`config.mk`:
```
export PLATFORM = sky130hd
export DESIGN_NAME = gstft_ram
export DESIGN_NICKNAME = d
export VERILOG_FILES = /design/src/rtl/gstft_ram.sv
export SDC_FILE = /design/constraint.sdc
export NUM_CORES = 1
export LEC_CHECK = 0
export ABC_AREA = 0
export BUFFER_PORTS_ARGS = -buffer_cell sky130_fd_sc_hd__buf_4
export CAP_MARGIN = 40
export CORE_AREA = 8 8 123 125
export DETAILED_ROUTE_END_ITERATION = 10
export DIE_AREA = 0 0 131 133
export GPL_ROUTABILITY_DRIVEN = 1
export SLEW_MARGIN = 0
export SYNTH_ARGS = -nofsm -noshare
export SYNTH_HDL_FRONTEND = slang
export SYNTH_SLANG_ARGS = --single-unit
```
`constraint.sdc`:
```
create_clock -name clk -period 3.4 [get_ports clk]
set_input_delay 0 -clock clk [delete_from_list [all_inputs] [get_ports clk]]
set_output_delay 0 -clock clk [all_outputs]
set_load 0.03 [all_outputs]
```
`src/rtl/gstft_ram.sv`:
```
// generic single write, single read ram with registered read data
module gstft_ram #(
  parameter int WIDTH = 8,
  parameter int DEPTH = 16
) (
  input  logic                     clk,
  input  logic                     we,
  input  logic [$clog2(DEPTH)-1:0] waddr,
  input  logic [WIDTH-1:0]         wdata,
  input  logic [$clog2(DEPTH)-1:0] raddr,
  output logic [WIDTH-1:0]         rdata
);

  logic [WIDTH-1:0] mem [DEPTH];

  always_ff @(posedge clk) begin
    if (we) begin
      mem[waddr] <= wdata;
    end
    rdata <= mem[raddr];
  end

endmodule

```
# Word level (Yosys, flattened, before mapping)
# Memories as Yosys holds them, arrays and structs flattened. A register that Yosys moved wholly into a read port is not among the register bits.
# Cells that the tools add are included.
# op_classes
n_mul,0
mux,2
add_sub_neg,0
shifts,0
reduce_logical,0
n_eq_ne,0
bitwise,0
magnitude_cmp,0
div_mod_pow,0
# op_table
operator,n
2-to-1 mux 1 bit,2
# word_totals
rom_bits,0
ram_bits,128
mem_count,1
inputBits,18
ff_bits,0
word_cells,3
latchBits,0
output_inout_bits,8
# mem_list
name,words,word_bits,read_ports,rd_clocked_by_memory_dff,wr,line,rtl
mem,16,8,1,1,1,14,logic [WIDTH-1:0] mem [DEPTH];

# Logic depth before layout (Yosys ltp)
# logic_depth
word_depth,2
mapped_depth,5
depth_no_buf,3

# Worst setup path before layout
# Ideal clock, no wire load.
# synth_path
path_kind,input -> register
startpoint,in waddr[2]
endpoint,mem mem[0][0] (enable)
path_slack_ns,1.907
stages,2
path_buffers,0
t_arrival_ns,1.110
setup_time_ns,0.383
cell_sequence,or3b_2 nor3_1
# synth_lines
element,line,rtl
from (decl),8,"input logic [$clog2(DEPTH)-1:0] waddr,"
to (decl),14,
# No word-level cell before the write port.

# Final worst setup path
# layout_path
startpoint,in waddr[1]
endpoint,mem mem[5][7] (enable)
# No word-level cell before the write port.

==> flow_metrics.py <==
metrics = {
    "logic_synthesis": {
        "yosys_register_bits": 136,
        "synth_common_cells": "sky130_fd_sc_hd__edfxtp_1, sky130_fd_sc_hd__mux4_2, sky130_fd_sc_hd__a22oi_1",
        "synth_edf_count": 128,
        "syn-num-nets": 247,
        "synth.top_cells.by_area": "sky130_fd_sc_hd__edfxtp_1, sky130_fd_sc_hd__mux4_2, sky130_fd_sc_hd__mux4_1, sky130_fd_sc_hd__dfxtp_1, sky130_fd_sc_hd__a22oi_1",
        "synthDominantAreaCellType": "sky130_fd_sc_hd__edfxtp_1",
        "yosysMostFrequentCell": "sky130_fd_sc_hd__edfxtp_1",
        "ffs_w_async_s_r_synth_pct": 0,
        "synthesis.area_um2": 5150,
        "ys.flop_type": "sky130_fd_sc_hd__edfxtp_1",
        "postSynthCellCount": 229,
        "yosysTopAreaCellShare_pct": 74.7,
        "ys_seq_area_share_pct": 77.8,
        "syn-mean-instance-area_um2": 22.5,
        "yosys.cell_types.count": 19,
        "synth.yosys.warnings": 0,
    },
    "finish": {
        "num-nets-final": 301,
        "filler_cell_count": 1080,
        "utilization_pct": 47.7,
        "synthToLayoutAreaGrowth_pct": 21.3,
        "post_route_cells_drive_above_1_share_pct": 29.4,
        "final_cells": 472,
        "n_diodes": 0,
    },
    "setup_path": {
        "reg2reg_depth": 3,
        "worstPathArrival_ns": 1.58,
        "critical_path.startpoint": "waddr[1]",
        "worstPathRequired_ns": 3.43,
        "crit-reg2reg-capture": "rdata[5]",
        "worst_setup_path_end_kind": "flop",
        "largest_fanout_on_the_critical_path": 8,
        "cp-endpoint": "mem[5][7]",
        "rr_startpoint": "mem[1][5]",
        "criticalPathCategory": "input pin to flop",
        "r2r_setup_slack_ns": 1.96,
        "startpoint_type": "input pin",
    },
    "floorplan": {
        "coreArea_um2": 13100,
        "initial_core_util_pct": 39.3,
        "die_w_um": 131,
        "die-height_um": 133,
        "design.die.area_um2": 17400,
        "rows": 42,
        "ios": 26,
    },
    "clock_tree": {
        "clock_sinks": 136,
        "clk_transition_reported_paths_ns": 0.06,
        "post-cts-setup-buffer-count": 0,
        "clk_path_buf_depth": 2,
        "cts-root-buf": "sky130_fd_sc_hd__clkbuf_16",
        "postCtsHoldBufs": 10,
        "h-tree-depth": 4,
        "clock_tree_from_tritoncts": "built",
        "post_cts_gate_resize_count": 0,
        "insertion_delay_ns": 0.41,
        "cts_made_buffers": 17,
    },
    "flow_run": {
        "max_cap_viol_count": 0,
    },
    "grt": {
        "grt_max_degree": 33,
        "grt_first_pass_wirelength_um": 15700,
        "antenna_violations_before_repair": 0,
        "overflow": 0,
        "first_global_vias": 2573,
        "grt.total_usage_pct": 12.7,
    },
    "min_path": {
        "hold_path.class": "input pin to flop",
        "hp-start": "waddr[0]",
    },
    "route": {
        "drt-pass1-iter-count": 4,
        "route.detailed.vias_per_inst": 5.21,
        "drtAntennaViolNets": 0,
        "wirelength_um": 10100,
        "num_vias": 2458,
        "remaining_drc_errors": 0,
        "average_routed_wire_per_standard_cell_um": 21.4,
        "drt_iter0_markers": 270,
    },
    "timing": {
        "slew_at_the_pin_closest_to_its_max_slew_limit_ns": 0.842,
        "setup_viol": 0,
        "setup_repair_after_global_routing_missed_its_margin": "no",
        "fin_crit_sh_pct": 45.5,
        "final.setup.tns_ns": 0,
        "report.final.slew_viol_count": 0,
        "achievable-frequency_ghz": 0.646,
        "maxSlewHeadroom_pct": 43.7,
        "hold_violations": 0,
        "layout_min_cycle_time_ns": 1.55,
        "worst_clock_skew_ns": 0.00836,
    },
    "power_and_ir_drop": {
        "power.static_leakage_nw": 2.10,
        "pwr_density_cell_nw_per_um2": 629,
        "worst_ir_drop_vdd_mv": 0.337,
    },
    "placed_design": {
        "portBuffers": 25,
        "dp_hpwl_um": 6290,
        "placedCellCount": 430,
        "finalWeightedCongestion": 0.735,
    },
    "run_status": {
        "run_status": "completed",
    },
}
[logic make-up (layout without fill, tap and decap cells)]
group           after synthesis  in the layout  synth area share, %
compound gates               16             16                 2.33
buf+inv                      10             77                 1.68
flops                       136            136                 77.8
mux                          32             32                 15.0
simple gates                 35             35                 3.18
[state kept, by name (all words and copies together) (netlist names)]
signal and cells:
mem 128, rdata 8
[where the power goes]
group | internal (W) | leakage (nW) | switching, W | total [W]
Sequential | 0.00187 | 1.22 | 0.0000132 | 0.00189
Combinational | 0.0000875 | 0.590 | 0.000120 | 0.000207
Clock | 0.00112 | 0.285 | 0.000715 | 0.00183
[worst min-delay path by stage]
stage | end | slack [ns] | depth (start not counted)
6_report | mem[4][0] | 0.01 | 2
5_1_grt | mem[4][0] | 0.01 | 2
4_1_cts | mem[8][5] | 0.007 | 2
3_5_place_dp | mem[6][4] | 0.32 | 1
3_3_place_gp | mem[0][0] | 0.32 | 1
2_1_floorplan | mem[0][0] | 0.1 | 0
[layout make-up]
cell class / count / area, um^2 / area share, %
Timing Repair Buffer: 45 / 358 / 5.73
Sequential cell: 136 / 4000 / 64.1
Clock inverter: 14 / 161 / 2.58
Multi-Input combinational cell: 83 / 1060 / 17.0
Tap cell: 176 / 220 / 3.53
Clock buffer: 18 / 439 / 7.03
[cell usage in the layout, fill, tap and decap left out]
cell	instances
sky130_fd_sc_hd__bufinv_16	2
sky130_fd_sc_hd__buf_4	33
sky130_fd_sc_hd__clkbuf_16	17
sky130_fd_sc_hd__nor2_1	13
sky130_fd_sc_hd__edfxtp_1	128
sky130_fd_sc_hd__clkbuf_8	1
sky130_fd_sc_hd__nor3_2	1
sky130_fd_sc_hd__nand2b_1	2
sky130_fd_sc_hd__dfxtp_1	8
sky130_fd_sc_hd__nand3_1	1
sky130_fd_sc_hd__nand3b_1	2
sky130_fd_sc_hd__dlygate4sd3_1	10
sky130_fd_sc_hd__nor2b_1	1
sky130_fd_sc_hd__clkinvlp_4	3
sky130_fd_sc_hd__mux4_1	14
sky130_fd_sc_hd__mux4_2	18
sky130_fd_sc_hd__or3b_2	1
sky130_fd_sc_hd__clkinv_4	2
sky130_fd_sc_hd__nor3_1	3
sky130_fd_sc_hd__nand2_1	9
sky130_fd_sc_hd__and2b_1	1
sky130_fd_sc_hd__a22oi_1	16
sky130_fd_sc_hd__buf_2	2
sky130_fd_sc_hd__inv_6	7
sky130_fd_sc_hd__and2_1	1
[stage by stage]
stage / cell area [um^2] / hold slack, ns / setup slack (ns) / power, W
2_1_floorplan: 5150 / 0.0989 / 1.91 / 0.00203
3_3_place_gp: 5480 / 0.316 / 1.54 / 0.00212
3_5_place_dp: 5540 / 0.324 / 1.67 / 0.00212
4_1_cts: 6240 / 0.00656 / 1.83 / 0.00395
5_1_grt: 6240 / 0.0110 / 1.79 / 0.00405
6_report: 6240 / 0.0107 / 1.85 / 0.00393
[layer usage]
layer  track usage, %  vias up  wire length [um]
met3             3.29        9               387
li1                 -     1087                 -
met1             17.0     1309              4550
met4             4.21        0               142
met2             19.5       53              5040
met5                0        -                 0
[critical path, stage by stage]
cell                            delay [ns]
sky130_fd_sc_hd__dlygate4sd3_1        0.54
sky130_fd_sc_hd__buf_4                0.16
sky130_fd_sc_hd__nand2b_1             0.21
sky130_fd_sc_hd__nor2_1               0.67
No activity file was read; power rests on OpenSTA's default activity.
